$ cat src/design/stt_pkg.sv
// ----------------------------------------------------------------------------
// Source text tokenizer package
// Scanner states, token kinds, error codes, keyword table and result record.
// ----------------------------------------------------------------------------
`default_nettype none

package stt_pkg;

   localparam int KEYWORD_BYTES = 8;
   localparam int KW_COUNT      = 29;
   localparam int KIND_W        = 6;
   localparam int START_W       = 24;
   localparam int LEN_W         = 9;
   localparam int LINE_W        = 20;
   localparam int ERR_W         = 3;

   localparam logic [LINE_W-1:0] LINE_TOP = '1;

   typedef enum logic [4:0] {
      S_START     = 5'd0,
      S_MINUS     = 5'd1,
      S_COLON     = 5'd2,
      S_LT        = 5'd3,
      S_GT        = 5'd4,
      S_EQ        = 5'd5,
      S_IDENT     = 5'd6,
      S_NUM       = 5'd7,
      S_NUM_EXP   = 5'd8,
      S_CHAR_OPEN = 5'd9,
      S_CHAR_BODY = 5'd10,
      S_STR       = 5'd11,
      S_LCOM      = 5'd12,
      S_BCOM      = 5'd13,
      S_BCOM_BAR  = 5'd14
   } scan_state_type;

   typedef enum logic [1:0] {
      ACT_KEEP = 2'd0,
      ACT_DONE = 2'd1,
      ACT_BACK = 2'd2,
      ACT_FAIL = 2'd3
   } act_type;

   localparam logic [KIND_W-1:0] K_IDENT   = 6'd29;
   localparam logic [KIND_W-1:0] K_COMMENT = 6'd30;
   localparam logic [KIND_W-1:0] K_CHARLIT = 6'd31;
   localparam logic [KIND_W-1:0] K_STRLIT  = 6'd32;
   localparam logic [KIND_W-1:0] K_NUMLIT  = 6'd33;
   localparam logic [KIND_W-1:0] K_ADD     = 6'd34;
   localparam logic [KIND_W-1:0] K_SUB     = 6'd35;
   localparam logic [KIND_W-1:0] K_MUL     = 6'd36;
   localparam logic [KIND_W-1:0] K_DIV     = 6'd37;
   localparam logic [KIND_W-1:0] K_LESS    = 6'd38;
   localparam logic [KIND_W-1:0] K_LESS_EQ = 6'd39;
   localparam logic [KIND_W-1:0] K_MORE    = 6'd40;
   localparam logic [KIND_W-1:0] K_MORE_EQ = 6'd41;
   localparam logic [KIND_W-1:0] K_EQUAL   = 6'd42;
   localparam logic [KIND_W-1:0] K_BIND    = 6'd43;
   localparam logic [KIND_W-1:0] K_SEP     = 6'd44;
   localparam logic [KIND_W-1:0] K_COL     = 6'd45;
   localparam logic [KIND_W-1:0] K_COL2    = 6'd46;
   localparam logic [KIND_W-1:0] K_OPAREN  = 6'd47;
   localparam logic [KIND_W-1:0] K_CPAREN  = 6'd48;
   localparam logic [KIND_W-1:0] K_OBRACK  = 6'd49;
   localparam logic [KIND_W-1:0] K_CBRACK  = 6'd50;
   localparam logic [KIND_W-1:0] K_OBRACE  = 6'd51;
   localparam logic [KIND_W-1:0] K_CBRACE  = 6'd52;
   localparam logic [KIND_W-1:0] K_RARROW  = 6'd53;
   localparam logic [KIND_W-1:0] K_REM     = 6'd54;
   localparam logic [KIND_W-1:0] K_DOT     = 6'd55;
   localparam logic [KIND_W-1:0] K_UPDATE  = 6'd56;
   localparam logic [KIND_W-1:0] K_ERR     = 6'd57;
   localparam logic [KIND_W-1:0] K_EOP     = 6'd58;

   localparam logic [ERR_W-1:0] E_NONE    = 3'd0;
   localparam logic [ERR_W-1:0] E_CHAR    = 3'd1;
   localparam logic [ERR_W-1:0] E_STRING  = 3'd2;
   localparam logic [ERR_W-1:0] E_COMMENT = 3'd3;
   localparam logic [ERR_W-1:0] E_LONG    = 3'd4;

   localparam logic [7:0] CH_NL    = 8'd10;
   localparam logic [7:0] CH_BAR   = 8'h7C;
   localparam logic [7:0] CH_HASH  = 8'h23;
   localparam logic [7:0] CH_QUOTE = 8'h27;
   localparam logic [7:0] CH_DQUOT = 8'h22;

   localparam logic [63:0] KW_TEXT [KW_COUNT] = '{
      64'("Any"), 64'("Number"), 64'("String"), 64'("Boolean"), 64'("Nothing"),
      64'("Function"), 64'("true"), 64'("false"), 64'("fun"), 64'("end"),
      64'("if"), 64'("else"), 64'("var"), 64'("block"), 64'("nothing"),
      64'("when"), 64'("lam"), 64'("shadow"), 64'("list"), 64'("array"),
      64'("empty"), 64'("rec"), 64'("for"), 64'("each"), 64'("is"),
      64'("not"), 64'("and"), 64'("or"), 64'("include")
   };

   localparam logic [3:0] KW_LEN [KW_COUNT] = '{
      4'd3, 4'd6, 4'd6, 4'd7, 4'd7, 4'd8, 4'd4, 4'd5, 4'd3, 4'd3,
      4'd2, 4'd4, 4'd3, 4'd5, 4'd7, 4'd4, 4'd3, 4'd6, 4'd4, 4'd5,
      4'd5, 4'd3, 4'd3, 4'd4, 4'd2, 4'd3, 4'd3, 4'd2, 4'd7
   };

   typedef struct packed {
      logic [KIND_W-1:0]  kind;
      logic [START_W-1:0] start;
      logic [LEN_W-1:0]   len;
      logic [LINE_W-1:0]  line;
      logic [ERR_W-1:0]   err;
      logic               last;
   } tok_type;

   // first text byte goes to the lowest byte lane
   function automatic logic [63:0] kw_pack(input logic [63:0] s, input logic [3:0] n);
      logic [63:0] o;
      int          src;
      o = '0;
      for (int j = 0; j < KEYWORD_BYTES; j++) begin
         src = int'(n) - 1 - j;
         if (src >= 0) begin
            o[8*j +: 8] = s[8*src +: 8];
         end
      end
      return o;
   endfunction

   function automatic logic [LINE_W-1:0] line_inc(input logic [LINE_W-1:0] l);
      return (l == LINE_TOP) ? l : l + 1'b1;
   endfunction

endpackage

`default_nettype wire

$ cat src/design/stt_kw_match.sv
// ----------------------------------------------------------------------------
// Keyword matcher
// Compares the identifier window and length against the keyword table.
// ----------------------------------------------------------------------------
`default_nettype none

module stt_kw_match #(
   parameter int CNT_W = 9
) (
   input  wire logic [63:0]              window,
   input  wire logic [CNT_W-1:0]         count,
   output      logic [stt_pkg::KIND_W-1:0] kind
);
   import stt_pkg::*;

   always_comb begin
      kind = K_IDENT;
      for (int k = KW_COUNT - 1; k >= 0; k--) begin
         if (count == CNT_W'(KW_LEN[k]) && window == kw_pack(KW_TEXT[k], KW_LEN[k])) begin
            kind = KIND_W'(k);
         end
      end
   end

endmodule

`default_nettype wire

$ cat src/design/stt_scan_step.sv
// ----------------------------------------------------------------------------
// Scanner step
// One DFA transition with rollback, flush and end-of-program for one byte.
// ----------------------------------------------------------------------------
`default_nettype none

module stt_scan_step #(
   parameter int MAX_TOKEN_BYTES = 511,
   parameter int OFFSET_BITS     = 24,
   parameter int CNT_W           = 9
) (
   input  wire stt_pkg::scan_state_type   st,
   input  wire logic [OFFSET_BITS-1:0]    pos,
   input  wire logic [OFFSET_BITS-1:0]    tstart,
   input  wire logic [CNT_W-1:0]          cnt,
   input  wire logic [stt_pkg::LINE_W-1:0] line,
   input  wire logic [63:0]               kw,
   input  wire logic                      halted,
   input  wire logic [7:0]                c,
   input  wire logic                      eot,
   output      stt_pkg::scan_state_type   st_in,
   output      logic [OFFSET_BITS-1:0]    pos_in,
   output      logic [OFFSET_BITS-1:0]    tstart_in,
   output      logic [CNT_W-1:0]          cnt_in,
   output      logic [stt_pkg::LINE_W-1:0] line_in,
   output      logic [63:0]               kw_in,
   output      logic                      halted_in,
   output      stt_pkg::tok_type          res [3],
   output      logic [1:0]                res_n
);
   import stt_pkg::*;

   logic              is_alpha, is_num, is_idch;
   logic              fs_emit, fs_begin, fs_bump;
   logic [KIND_W-1:0] fs_kind;
   scan_state_type    fs_state;

   logic [KIND_W-1:0] cur_kw_kind, fl_kw_kind;

   scan_state_type     t_st;
   logic [OFFSET_BITS-1:0] t_tstart;
   logic [CNT_W-1:0]   t_cnt;
   logic [LINE_W-1:0]  t_line;
   logic [63:0]        t_kw;
   logic               t_halt;
   tok_type            t_r [2];
   logic [1:0]         t_n;

   act_type            act;
   logic [KIND_W-1:0]  kind;
   logic [ERR_W-1:0]   err;
   scan_state_type     nxt;

   assign is_alpha = (c >= "a" && c <= "z") || (c >= "A" && c <= "Z");
   assign is_num   = (c >= "0" && c <= "9");
   assign is_idch  = is_alpha || is_num || c == "-";

   stt_kw_match #(.CNT_W(CNT_W)) u_kw_cur (.window(kw),   .count(cnt),   .kind(cur_kw_kind));
   stt_kw_match #(.CNT_W(CNT_W)) u_kw_fl  (.window(t_kw), .count(t_cnt), .kind(fl_kw_kind));

   always_comb begin
      fs_emit  = 1'b0;
      fs_begin = 1'b0;
      fs_bump  = 1'b0;
      fs_kind  = K_ADD;
      fs_state = S_START;
      case (c)
         "+": begin fs_emit = 1'b1; fs_kind = K_ADD; end
         "/": begin fs_emit = 1'b1; fs_kind = K_DIV; end
         "*": begin fs_emit = 1'b1; fs_kind = K_MUL; end
         ",": begin fs_emit = 1'b1; fs_kind = K_SEP; end
         "(": begin fs_emit = 1'b1; fs_kind = K_OPAREN; end
         ")": begin fs_emit = 1'b1; fs_kind = K_CPAREN; end
         "[": begin fs_emit = 1'b1; fs_kind = K_OBRACK; end
         "]": begin fs_emit = 1'b1; fs_kind = K_CBRACK; end
         "{": begin fs_emit = 1'b1; fs_kind = K_OBRACE; end
         "}": begin fs_emit = 1'b1; fs_kind = K_CBRACE; end
         "%": begin fs_emit = 1'b1; fs_kind = K_REM; end
         ".": begin fs_emit = 1'b1; fs_kind = K_DOT; end
         "-": begin fs_begin = 1'b1; fs_state = S_MINUS; end
         ":": begin fs_begin = 1'b1; fs_state = S_COLON; end
         "<": begin fs_begin = 1'b1; fs_state = S_LT; end
         ">": begin fs_begin = 1'b1; fs_state = S_GT; end
         "=": begin fs_begin = 1'b1; fs_state = S_EQ; end
         CH_HASH:  begin fs_begin = 1'b1; fs_state = S_LCOM; end
         CH_QUOTE: begin fs_begin = 1'b1; fs_state = S_CHAR_OPEN; end
         CH_DQUOT: begin fs_begin = 1'b1; fs_state = S_STR; end
         default: begin
            if (is_alpha) begin
               fs_begin = 1'b1;
               fs_state = S_IDENT;
            end else if (is_num) begin
               fs_begin = 1'b1;
               fs_state = S_NUM;
            end else if (c == CH_NL) begin
               fs_bump = 1'b1;
            end
         end
      endcase
   end

   always_comb begin
      act  = ACT_KEEP;
      kind = K_IDENT;
      err  = E_NONE;
      nxt  = st;
      case (st)
         S_MINUS: begin
            if (c == ">") begin act = ACT_DONE; kind = K_RARROW; end
            else if (is_num) nxt = S_NUM;
            else begin act = ACT_BACK; kind = K_SUB; end
         end
         S_COLON: begin
            if (c == ":") begin act = ACT_DONE; kind = K_COL2; end
            else if (c == "=") begin act = ACT_DONE; kind = K_UPDATE; end
            else begin act = ACT_BACK; kind = K_COL; end
         end
         S_LT: begin
            if (c == "=") begin act = ACT_DONE; kind = K_LESS_EQ; end
            else begin act = ACT_BACK; kind = K_LESS; end
         end
         S_GT: begin
            if (c == "=") begin act = ACT_DONE; kind = K_MORE_EQ; end
            else begin act = ACT_BACK; kind = K_MORE; end
         end
         S_EQ: begin
            if (c == "=") begin act = ACT_DONE; kind = K_EQUAL; end
            else begin act = ACT_BACK; kind = K_BIND; end
         end
         S_IDENT: begin
            if (!is_idch) begin act = ACT_BACK; kind = cur_kw_kind; end
         end
         S_NUM: begin
            if (c == "e") nxt = S_NUM_EXP;
            else if (!is_num) begin act = ACT_BACK; kind = K_NUMLIT; end
         end
         S_NUM_EXP: begin
            if (!is_num) begin act = ACT_BACK; kind = K_NUMLIT; end
         end
         S_CHAR_OPEN: begin
            if (c == CH_QUOTE) begin act = ACT_DONE; kind = K_CHARLIT; end
            else nxt = S_CHAR_BODY;
         end
         S_CHAR_BODY: begin
            if (c == CH_QUOTE) begin act = ACT_DONE; kind = K_CHARLIT; end
            else begin act = ACT_FAIL; err = E_CHAR; end
         end
         S_STR: begin
            if (c == CH_DQUOT) begin act = ACT_DONE; kind = K_STRLIT; end
            else if (c == CH_NL) begin act = ACT_FAIL; err = E_STRING; end
         end
         S_LCOM: begin
            if (c == CH_NL) begin act = ACT_BACK; kind = K_COMMENT; end
            else if (c == CH_BAR) nxt = S_BCOM;
         end
         S_BCOM: begin
            if (eot) begin act = ACT_FAIL; err = E_COMMENT; end
            else if (c == CH_BAR) nxt = S_BCOM_BAR;
         end
         S_BCOM_BAR: begin
            if (c == CH_HASH) begin act = ACT_DONE; kind = K_COMMENT; end
            else if (c != CH_BAR) nxt = S_BCOM;
         end
         default: nxt = S_START;
      endcase
   end

   // take the byte
   always_comb begin
      t_st     = st;
      t_tstart = tstart;
      t_cnt    = cnt;
      t_line   = line;
      t_kw     = kw;
      t_halt   = 1'b0;
      t_n      = 2'd0;
      t_r[0]   = '0;
      t_r[1]   = '0;
      if (st == S_START || act == ACT_BACK) begin
         if (st != S_START) begin
            t_r[0] = '{kind, START_W'(tstart), LEN_W'(cnt), line, E_NONE, 1'b0};
            t_n    = 2'd1;
            t_st   = S_START;
         end
         if (fs_emit) begin
            t_r[t_n[0]] = '{fs_kind, START_W'(pos), LEN_W'(1), line, E_NONE, 1'b0};
            t_n         = t_n + 2'd1;
         end else if (fs_begin) begin
            t_st     = fs_state;
            t_tstart = pos;
            t_cnt    = CNT_W'(1);
            t_kw     = 64'(c);
         end else if (fs_bump) begin
            t_line = line_inc(line);
         end
      end else if (act == ACT_FAIL) begin
         t_halt = 1'b1;
         t_r[0] = '{K_ERR, START_W'(tstart), LEN_W'(cnt + 1'b1), line, err, 1'b0};
         t_n    = 2'd1;
      end else if (cnt >= CNT_W'(MAX_TOKEN_BYTES)) begin
         t_halt = 1'b1;
         t_r[0] = '{K_ERR, START_W'(tstart), LEN_W'(cnt), line, E_LONG, 1'b0};
         t_n    = 2'd1;
      end else begin
         if (cnt < CNT_W'(KEYWORD_BYTES)) begin
            t_kw[8*cnt[2:0] +: 8] = c;
         end
         t_cnt = cnt + 1'b1;
         if (act == ACT_DONE) begin
            t_st   = S_START;
            t_r[0] = '{kind, START_W'(tstart), LEN_W'(t_cnt), line, E_NONE, 1'b0};
            t_n    = 2'd1;
         end else begin
            t_st = nxt;
            if (c == CH_NL) t_line = line_inc(line);
         end
      end
   end

   // flush, end of program, restart
   always_comb begin
      logic [KIND_W-1:0] fk;
      logic [ERR_W-1:0]  fe;
      logic              h;
      logic [1:0]        n;
      st_in     = t_st;
      pos_in    = pos + 1'b1;
      tstart_in = t_tstart;
      cnt_in    = t_cnt;
      line_in   = t_line;
      kw_in     = t_kw;
      halted_in = t_halt;
      res[0]    = t_r[0];
      res[1]    = t_r[1];
      res[2]    = '0;
      n         = t_n;
      h         = t_halt;
      fk        = K_ERR;
      fe        = E_NONE;
      case (t_st)
         S_MINUS:                  fk = K_SUB;
         S_COLON:                  fk = K_COL;
         S_LT:                     fk = K_LESS;
         S_GT:                     fk = K_MORE;
         S_EQ:                     fk = K_BIND;
         S_IDENT:                  fk = fl_kw_kind;
         S_NUM, S_NUM_EXP:         fk = K_NUMLIT;
         S_LCOM:                   fk = K_COMMENT;
         S_CHAR_OPEN, S_CHAR_BODY: fe = E_CHAR;
         S_STR:                    fe = E_STRING;
         default:                  fe = E_COMMENT;
      endcase
      if (halted) begin
         st_in     = st;
         pos_in    = pos;
         tstart_in = tstart;
         cnt_in    = cnt;
         line_in   = line;
         kw_in     = kw;
         halted_in = 1'b1;
         n         = 2'd0;
      end else if (eot) begin
         if (!h && t_st != S_START) begin
            res[n] = '{fk, START_W'(t_tstart), LEN_W'(t_cnt), t_line, fe, 1'b0};
            n      = n + 2'd1;
            if (fe != E_NONE) h = 1'b1;
         end
         if (!h) begin
            res[n] = '{K_EOP, START_W'(pos_in), LEN_W'(0), line_inc(t_line), E_NONE, 1'b0};
            n      = n + 2'd1;
         end
      end
      if (eot) begin
         st_in     = S_START;
         pos_in    = '0;
         tstart_in = '0;
         cnt_in    = '0;
         line_in   = LINE_W'(1);
         kw_in     = '0;
         halted_in = 1'b0;
      end
      if (n != 2'd0) res[n - 2'd1].last = 1'b1;
      res_n = n;
   end

endmodule

`default_nettype wire

$ cat src/design/source_text_tokenizer.sv
// ----------------------------------------------------------------------------
// Source text tokenizer
// DFA lexical scanner: source bytes in, tokens out.
// ----------------------------------------------------------------------------
// Usage:
//   req_ carries one source byte per request, req_end_of_text on the last
//   byte of a text. rsp_ carries tokens: kind, start offset, length, line,
//   error code, and last_of_run on the final token caused by one byte.
//   A byte may cause zero to three tokens.
//   Latency: a byte's first token is shown the cycle after the byte is taken.
//   Throughput: one byte per cycle while each byte yields at most one token
//   and rsp_stall is low; extra tokens hold the input while they wait in the
//   three-entry token buffer, draining one token per cycle unless stalled.
//   req_stall is high while more than one buffered token waits, or one waits
//   and rsp_stall is high; a stalled token holds on rsp_.
//   After a token with an error, bytes are dropped up to the marked byte.
//   Reset (synchronous) returns the scanner to the start state at offset 0,
//   line 1, and empties the token buffer. After each marked byte the scanner
//   state returns to the same values.
// ----------------------------------------------------------------------------
`default_nettype none

module source_text_tokenizer #(
   parameter int MAX_TOKEN_BYTES = 511,
   parameter int OFFSET_BITS     = 24
) (
   input  wire logic        clock,
   input  wire logic        reset,
   input  wire logic        req_valid,
   output      logic        req_stall,
   input  wire logic [7:0]  req_source_byte,
   input  wire logic        req_end_of_text,
   output      logic        rsp_valid,
   input  wire logic        rsp_stall,
   output      logic [5:0]  rsp_token_kind,
   output      logic [23:0] rsp_start_offset,
   output      logic [8:0]  rsp_token_length,
   output      logic [19:0] rsp_line_number,
   output      logic [2:0]  rsp_error_code,
   output      logic        rsp_last_of_run
);
   import stt_pkg::*;

   localparam int CNT_W = $clog2(MAX_TOKEN_BYTES + 2);

   scan_state_type         st_ff, st_in;
   logic [OFFSET_BITS-1:0] pos_ff, pos_in;
   logic [OFFSET_BITS-1:0] tstart_ff, tstart_in;
   logic [CNT_W-1:0]       cnt_ff, cnt_in;
   logic [LINE_W-1:0]      line_ff, line_in;
   logic [63:0]            kw_ff, kw_in;
   logic                   halted_ff, halted_in;

   tok_type    res [3];
   logic [1:0] res_n;
   tok_type    buf_ff [3];
   tok_type    buf_in [3];
   logic [1:0] buf_n_ff, buf_n_in;
   logic       accept, pop;

   stt_scan_step #(
      .MAX_TOKEN_BYTES(MAX_TOKEN_BYTES),
      .OFFSET_BITS(OFFSET_BITS),
      .CNT_W(CNT_W)
   ) u_step (
      .st(st_ff), .pos(pos_ff), .tstart(tstart_ff), .cnt(cnt_ff), .line(line_ff),
      .kw(kw_ff), .halted(halted_ff), .c(req_source_byte), .eot(req_end_of_text),
      .st_in(st_in), .pos_in(pos_in), .tstart_in(tstart_in), .cnt_in(cnt_in),
      .line_in(line_in), .kw_in(kw_in), .halted_in(halted_in),
      .res(res), .res_n(res_n)
   );

   assign pop       = rsp_valid && !rsp_stall;
   assign req_stall = !(buf_n_ff == 2'd0 || (buf_n_ff == 2'd1 && !rsp_stall));
   assign accept    = req_valid && !req_stall;

   always_comb begin
      buf_in   = buf_ff;
      buf_n_in = buf_n_ff;
      if (accept) begin
         buf_in   = res;
         buf_n_in = res_n;
      end else if (pop) begin
         buf_in[0] = buf_ff[1];
         buf_in[1] = buf_ff[2];
         buf_n_in  = buf_n_ff - 2'd1;
      end
   end

   always_ff @(posedge clock) begin
      if (reset) begin
         st_ff     <= S_START;
         pos_ff    <= '0;
         tstart_ff <= '0;
         cnt_ff    <= '0;
         line_ff   <= LINE_W'(1);
         kw_ff     <= '0;
         halted_ff <= 1'b0;
         buf_n_ff  <= 2'd0;
      end else begin
         if (accept) begin
            st_ff     <= st_in;
            pos_ff    <= pos_in;
            tstart_ff <= tstart_in;
            cnt_ff    <= cnt_in;
            line_ff   <= line_in;
            kw_ff     <= kw_in;
            halted_ff <= halted_in;
         end
         buf_n_ff <= buf_n_in;
      end
   end

   always_ff @(posedge clock) begin
      buf_ff <= buf_in;
   end

   assign rsp_valid        = buf_n_ff != 2'd0;
   assign rsp_token_kind   = buf_ff[0].kind;
   assign rsp_start_offset = buf_ff[0].start;
   assign rsp_token_length = buf_ff[0].len;
   assign rsp_line_number  = buf_ff[0].line;
   assign rsp_error_code   = buf_ff[0].err;
   assign rsp_last_of_run  = buf_ff[0].last;

   a_no_accept_backlog: assert property (@(posedge clock) disable iff (reset)
      !(accept && buf_n_ff > 2'd1))
      else $error("request taken with tokens still queued");

   a_empty_after_reset: assert property (@(posedge clock)
      reset |=> !rsp_valid)
      else $error("token shown after reset");

   a_last_is_final: assert property (@(posedge clock) disable iff (reset)
      (rsp_valid && rsp_last_of_run) |-> buf_n_ff == 2'd1)
      else $error("last_of_run flag not on final queued token");

endmodule

`default_nettype wire
$ cat config.mk
export PLATFORM = sky130hd
export DESIGN_NAME = source_text_tokenizer
export DESIGN_NICKNAME = d
export VERILOG_FILES = /design/src/design/stt_pkg.sv /design/src/design/stt_kw_match.sv /design/src/design/stt_scan_step.sv /design/src/design/source_text_tokenizer.sv
export SDC_FILE = /design/constraint.sdc
export NUM_CORES = 1
export LEC_CHECK = 0
export ABC_AREA = 1
export ABC_CLOCK_PERIOD_IN_PS = 26300
export BUFFER_PORTS_ARGS = -buffer_cell sky130_fd_sc_hd__buf_4
export CAP_MARGIN = 10
export CORE_UTILIZATION = 30
export CTS_BUF_LIST = sky130_fd_sc_hd__clkbuf_8
export CTS_CLUSTER_DIAMETER = 80
export DETAILED_ROUTE_END_ITERATION = 10
export PLACE_DENSITY = 0.48
export SKIP_CTS_REPAIR_TIMING = 1
export SLEW_MARGIN = 20
export SYNTH_ARGS = -nofsm -noshare
export SYNTH_HDL_FRONTEND = slang
export SYNTH_HIERARCHICAL = 1
export SYNTH_SLANG_ARGS = --single-unit
$ cat constraint.sdc
create_clock -name clock -period 26.3 [get_ports clock]
set_input_delay 7.89 -clock clock [delete_from_list [all_inputs] [get_ports clock]]
set_output_delay 7.89 -clock clock [all_outputs]
set_load 0.01 [all_outputs]
==> results_dict.tcl, run 1 <==
set metrics [dict create \
    cap_violations 0 \
    startpoint "rsp_stall" \
    ctsLongestPathBuffers 3 \
    critical_path_class "primary input to output port" \
    post_drt_wl_per_cell_um 19.8 \
    yosysWarningCount 6 \
    postSynthRegisterBits 339 \
    hold_start "buf_ff[33]" \
    whs_path_depth 2 \
    die-area_um2 106000 \
    start_util_pct 30.4 \
    sequential_cell_area_um2 8680 \
    gr-usage-all-layers_pct 24.2 \
    layout.cells.most_common_list "nand2_1 (1588), nor2_1 (841), inv_1 (577), o21ai_0 (477), nand3_1 (286)" \
    maximum_number_of_pins_on_one_net_before_global_route_repair 202 \
    crit_arrival_ps 8430 \
    core.rowCount 118 \
    rr_endpoint "rsp_token_kind[0]" \
    clock_skew_ps 60.5 \
    drv_slew 0 \
    detail-route-antenna-nets 0 \
    ys_seq_area_share_pct 27.5 \
    routed_wirelength_mm 132 \
    worst_min_delay_path_endpoint "buf_ff[96]" \
    total_number_of_vias 34800 \
    layout-area-overhead-vs-synth_pct 7.49 \
    clock_latency_ps 720 \
    final_period_minus_worst_setup_slack_ps 16320 \
    mostFrequentLayoutCell "nand2_1" \
    synthesis.instances 5387 \
    final.period_utilization_pct 62.1 \
    synth-edff-count 189 \
    placedCellCount 6544 \
    r2r_cells 38 \
    initial_antenna_violation_count 4 \
    timing.reg2reg.setup_slack_ps 18570 \
    startpoint_type_of_the_worst_setup_path "primary input" \
    grt_setup_unrepaired "false" \
    worst-endpoint-required_ps 18410 \
    drc 0 \
    place_worst_setup_slack_ps 9970 \
    worst_setup_hold_path_clk_slew_ps 70 \
    worst-slew-pin-transition_ps 1170 \
    mappedNetlistArea_um2 31500 \
    setup_slack_ps 9980 \
    synthArstFlopShare_pct 0 \
    setup_viol_count_final 0 \
    htreeDepth 3 \
    die_h_um 326 \
    clock_sinks 339 \
    port_buffers 77 \
    final_cells 6680 \
    outcome "finished clean" \
    synth_ff_type "edfxtp_1" \
    syn-mean-instance-area_um2 5.85 \
    globalRouteOverflowTotal 0 \
    hpwlAfterDp_mm 88.9 \
    top_level_ports 78 \
    tritoncts.num_buffers 74 \
    hold_violations 0 \
    vias_in_the_first_global_route 31800 \
    fillers 11800 \
    yosys.cell_types.count 62 \
    timing.hold.worst.class "flip-flop to flip-flop" \
    dr.first_iter.drc_count 3079 \
    routabilityCongestion 0.915 \
    first_pass_grt_wire_length_mm 200 \
    first_pass_iters 7 \
    final.setup.tns_ps 0 \
    root_buffer "clkbuf_8" \
    worst_slew_margin_rel_pct 21.5 \
    crit_path_capture_type "output port" \
    multiInputGateArea_um2 18800 \
    floorplan.core_area_um2 104000 \
    final_layout_size_suffix_gt1_share_pct 7.27 \
    vias_per_cell 5.21 \
    layout.nets 5268 \
    critPathMaxFanout 5 \
    rr_startpoint "st_ff[4]" \
    die_x_um 326 \
    cts_tree "built" \
    max_freq_mhz 61.3 \
]
-- how the worst max path moves through the flow --
stage / endpoint / slack (ps) / cells past startpoint
global placement: req_stall / 9960 / 6
finish: req_stall / 9980 / 6
detailed placement: req_stall / 9970 / 6
global route: req_stall / 9910 / 6
CTS: req_stall / 9970 / 6
floorplan: buf_n_ff[0] / 8640 / 5
-- area by class of cell --
type	instances	area share, %
multi-input combinational	4102	55.4
sequential	339	25.6
inverter	596	6.68
tap	1380	5.10
clock buffer	82	3.33
timing repair buffer	127	2.89
clock inverter	51	0.986
antenna	3	0.0222
-- worst max-delay path: stages --
cell     delay [ps]
buf_4           120
inv_1            40
nand2_1          70
nand2_4         120
inv_1            50
buf_4           130
-- flip-flops by register name, indices dropped and copies added, names as in the netlist, 3 cells and up --
signal / flops
rsp_token_length: 9
line_ff: 20
rsp_error_code: 3
buf_ff: 126
tstart_ff: 24
kw_ff: 64
rsp_line_number: 20
cnt_ff: 10
st_ff: 5
pos_ff: 24
rsp_token_kind: 6
rsp_start_offset: 24
-- per-stage QoR --
| step | hold WS (ps) | area (um2) | utilization, % |
|---|---|---|---|
| after floorplan | 449 | 31500 | - |
| after global placement | 479 | 32400 | 31.2 |
| after detailed placement | 487 | 32400 | 31.2 |
| after CTS | 495 | 33900 | 32.6 |
| after global routing | 518 | 33900 | 32.6 |
| final | 493 | 33900 | 32.6 |
-- logic make-up (layout without fill, tap and decap cells) --
family / Yosys count / count (layout) / share of synthesized area (%)
and+or+nand+nor: 3115 / 3115 / 41.7
buffers and inverters: 947 / 856 / 13.1
AOI/OAI and AO/OA: 927 / 927 / 15.8
DFF: 339 / 339 / 27.5
xor gates and xnor gates: 35 / 35 / 0.973
adders and majority gates: 15 / 15 / 0.596
muxes: 6 / 6 / 0.191
other: 3 / 7 / 0.0357
-- synthesized netlist by cell type (10+ instances only) --
master,count,share of area [%]
dfxtp_1,150,9.5
buf_6,21,0.75
ha_1,15,0.60
o21ai_0,478,7.6
nor2_2,30,0.60
xor2_1,34,0.94
a21oi_1,186,3.0
clkbuf_1,145,1.7
buf_4,81,1.9
o211ai_1,40,0.95
nand3_1,286,4.5
edfxtp_1,189,18
nand4_1,97,1.9
inv_2,34,0.40
nor2_4,15,0.54
inv_1,556,6.6
o31ai_1,17,0.40
nor2_1,842,10
nor4_1,49,0.97
o22ai_1,34,0.67
nand2_2,30,0.60
buf_1,17,0.20
nand2_1,1591,19
buf_2,84,1.3
nand2_4,14,0.50
nand3b_1,10,0.24
a211oi_1,13,0.31
nor3_1,116,1.8
o21ai_1,123,2.0
-- metal layers --
layer | vias up | GRT usage (%) | routed length, um | share of wire [%]
met5 | - | 0 | 9 | 0.0068
met4 | 2 | 6.33 | 2960 | 2.2
met3 | 187 | 3.46 | 9350 | 7.1
met2 | 1277 | 38.4 | 58800 | 45
met1 | 16200 | 34.0 | 61000 | 46
li1 | 17100 | - | - | -
Power of run 1 is not shown: default switching activity piles up to over one toggle a cycle in this logic, so the estimate is an artifact.
==> run 2: changes to the inputs <==
Settings changed: ABC_AREA 1 to 0, ABC_CLOCK_PERIOD_IN_PS 26300 to 16400.
Clock period 26.3 ns to 16.4 ns, I/O delays scaled along.
==> results_dict.tcl, run 2 <==
set metrics [dict create \
    regMostFlops "buf_ff" \
    globalRouteOverflowTotal 0 \
    cellLeakagePower_nw 10.8 \
    fillers 10200 \
    setup_viol_count_final 0 \
    final_core_util_pct 33.0 \
    cap_violations 0 \
    final_layout_size_suffix_gt1_share_pct 9.11 \
    final.setup.tns_ps 0 \
    cpMostUsedCell "nand2_1" \
    routed-wl-met2_mm 57.2 \
    yosys-top-cells-count "nand2_1 (1024), a21oi_1 (365), nor2_1 (334)" \
    grt_setup_unrepaired "false" \
    hpwlAfterDp_mm 88.1 \
    critical_path_class "primary input to flip-flop" \
    mostFrequentLayoutCell "nand2_1" \
    chain_of_cells_forming_the_critical_path "buf_4 > nor4b_4 > nand4_1 > o32a_1 > nand4bb_1 > a211o_2 > nand2_2 > nand2_4 > buf_4 > nand2_1 > mux2_2 > nor4b_1 > nand3_1 > or4_1 > nor4_1 > a2111o_1 > nor4_1 > o21ai_0 > nand2_1 > a21oi_1 > a22oi_1 > nand2_1 > nand2_1" \
    synthesis.instances 3932 \
    sequential_cell_area_um2 8680 \
    final.period_utilization_pct 71.6 \
    initial_antenna_violation_count 5 \
    outcome "finished clean" \
    clock_sinks 339 \
    drv_slew 0 \
    critPathMaxFanout 60 \
    power.switching_mw 1.34 \
    netlist.top_cell.by_area "edfxtp_1" \
    start_util_pct 30.5 \
    worst-endpoint-required_ps 16850 \
    worst_slew_margin_rel_pct 15.0 \
    post_drt_wl_per_cell_um 24.6 \
    floorplan.core_area_um2 92200 \
    final_cells 5082 \
    vias_in_the_first_global_route 27300 \
    critical_path_buf_inv_count 2 \
    root_buffer "clkbuf_8" \
    die_h_um 308 \
    drc 0 \
    reg_power_share_pct 38.1 \
    syn-mean-instance-area_um2 7.14 \
    cpLargestDelayFamily "simple AND/OR/NAND/NOR gates" \
    placedCellCount 4943 \
    total_number_of_vias 29400 \
    comb_power_share_pct 33.8 \
    first_pass_grt_wire_length_mm 185 \
    synth.top_cell.area_share_pct 20.2 \
    layout-area-overhead-vs-synth_pct 8.42 \
    crit_path_capture_type "flip-flop" \
    multiInputGateArea_um2 17500 \
    detail-route-antenna-nets 0 \
    worst_setup_hold_path_clk_slew_ps 60 \
    yosysWarningCount 6 \
    htreeDepth 3 \
    switching_share_pct 40.3 \
    gr-usage-all-layers_pct 25.7 \
    ir_worst_vdd_mv 0.0762 \
    ys_seq_area_share_pct 30.9 \
    timing.hold.worst.class "flip-flop to flip-flop" \
    routabilityCongestion 0.991 \
    max_freq_mhz 85.1 \
    cp_slowest_cell "nor4b_1" \
    layout.cells.most_common_list "nand2_1 (1023), a21oi_1 (364), nor2_1 (334), edfxtp_1 (189), nand3_1 (177)" \
    die_x_um 308 \
    hold_violations 0 \
    ctsLongestPathBuffers 3 \
    final_period_minus_worst_setup_slack_ps 11750 \
    stdcell_area_um2 30400 \
    top_signal_layer_used "met5" \
    tritoncts.num_buffers 73 \
    synthArstFlopShare_pct 0 \
    worst-slew-pin-transition_ps 1260 \
    yosys.cell_types.count 117 \
    crit_arrival_ps 12200 \
    mappedNetlistArea_um2 28100 \
    vias_per_cell 5.78 \
    dr.first_iter.drc_count 3035 \
    synth_ff_type "edfxtp_1" \
    largest_register_ff_count 126 \
    layout.nets 3803 \
    first_pass_iters 5 \
    synth-edff-count 189 \
    die-area_um2 94800 \
    postSynthRegisterBits 339 \
    core.rowCount 111 \
    synth_area_leaders "edfxtp_1 (20%), nand2_1 (14%), dfxtp_1 (11%)" \
    startpoint_type_of_the_worst_setup_path "primary input" \
    routed_wirelength_mm 125 \
    maximum_number_of_pins_on_one_net_before_global_route_repair 172 \
    cellPowerDensity_nw_per_um2 109 \
    layout_top_registers "buf_ff: 126 flops, kw_ff: 64 flops" \
    top_level_ports 78 \
    wl_met3_mm 7.95 \
    clock_skew_ps 48.7 \
    timing.critical_path.slowest_cell_delay_ps 800 \
    met1_length_mm 54.7 \
    cts_tree "built" \
    internal_cell_power_mw 1.99 \
    clockPowerShare_pct 28.2 \
    clock_latency_ps 720 \
    post_dp_cell_area_um2 29000 \
    post-synth-top-count-cell "nand2_1" \
    port_buffers 77 \
]
-- run 2: final cells by class --
class | instances | share of cell area, %
antenna | 7 | 0.0575
clock buffer | 80 | 3.62
clock inverter | 52 | 1.11
inverter | 51 | 0.658
multi-input combinational | 3173 | 57.5
sequential | 339 | 28.5
tap | 1243 | 5.11
timing repair buffer | 137 | 3.44
-- run 2: power by group through the flow --
| stage | sequential (mW) | combinational (mW) | clock [mW] |
|---|---|---|---|
| after floorplan | 1.29 | 0.783 | 0 |
| after global placement | 1.28 | 1.13 | 0 |
| after detailed placement | 1.29 | 1.13 | 0 |
| after CTS | 1.27 | 1.13 | 0.970 |
| after global routing | 1.29 | 1.22 | 1.00 |
| final | 1.27 | 1.12 | 0.939 |
-- run 2: final timing paths --
kind / end / slack, ps / start / cells past startpoint
worst max-delay path: buf_ff[123] / 4650 / req_source_byte[4] / 23
worst min-delay path: buf_ff[63] / 480 / buf_ff[0] / 2
worst max register to register: buf_ff[123] / 8330 / st_ff[0] / 23
worst min register to register: buf_ff[63] / 480 / buf_ff[0] / 2
-- run 2: tightest hold or removal path, stage by stage, from the launching register on --
cell      delay [ps]
edfxtp_1         320
nand2_1           40
nand2_1           50
-- run 2: cell families after synthesis --
| kind of cell | synth area share [%] |
|---|---|
| xor+xnor | 2.24 |
| flops | 30.9 |
| other cells | 0.0401 |
| fa+ha+maj | 0.668 |
| compound gates | 19.7 |
| mux | 2.73 |
| simple gates | 36.4 |
| buf+inv | 7.31 |
-- run 2: per-layer routing --
layer	up-vias	GRT usage (%)
li1	13700	-
met1	14200	33.9
met2	1163	41.4
met3	274	4.10
met4	6	11.1
met5	-	0
-- run 2: per-stage QoR --
step           hold slack (ps)  worst slack [ps]  total power [mW]
4_1_cts                    467              4920              3.37
3_3_place_gp               480              4210              2.42
6_report                   483              4650              3.33
2_1_floorplan              433              4370              2.08
5_1_grt                    505              4280              3.51
3_5_place_dp               485              4190              2.42
No activity file was read; power rests on OpenSTA's default activity.
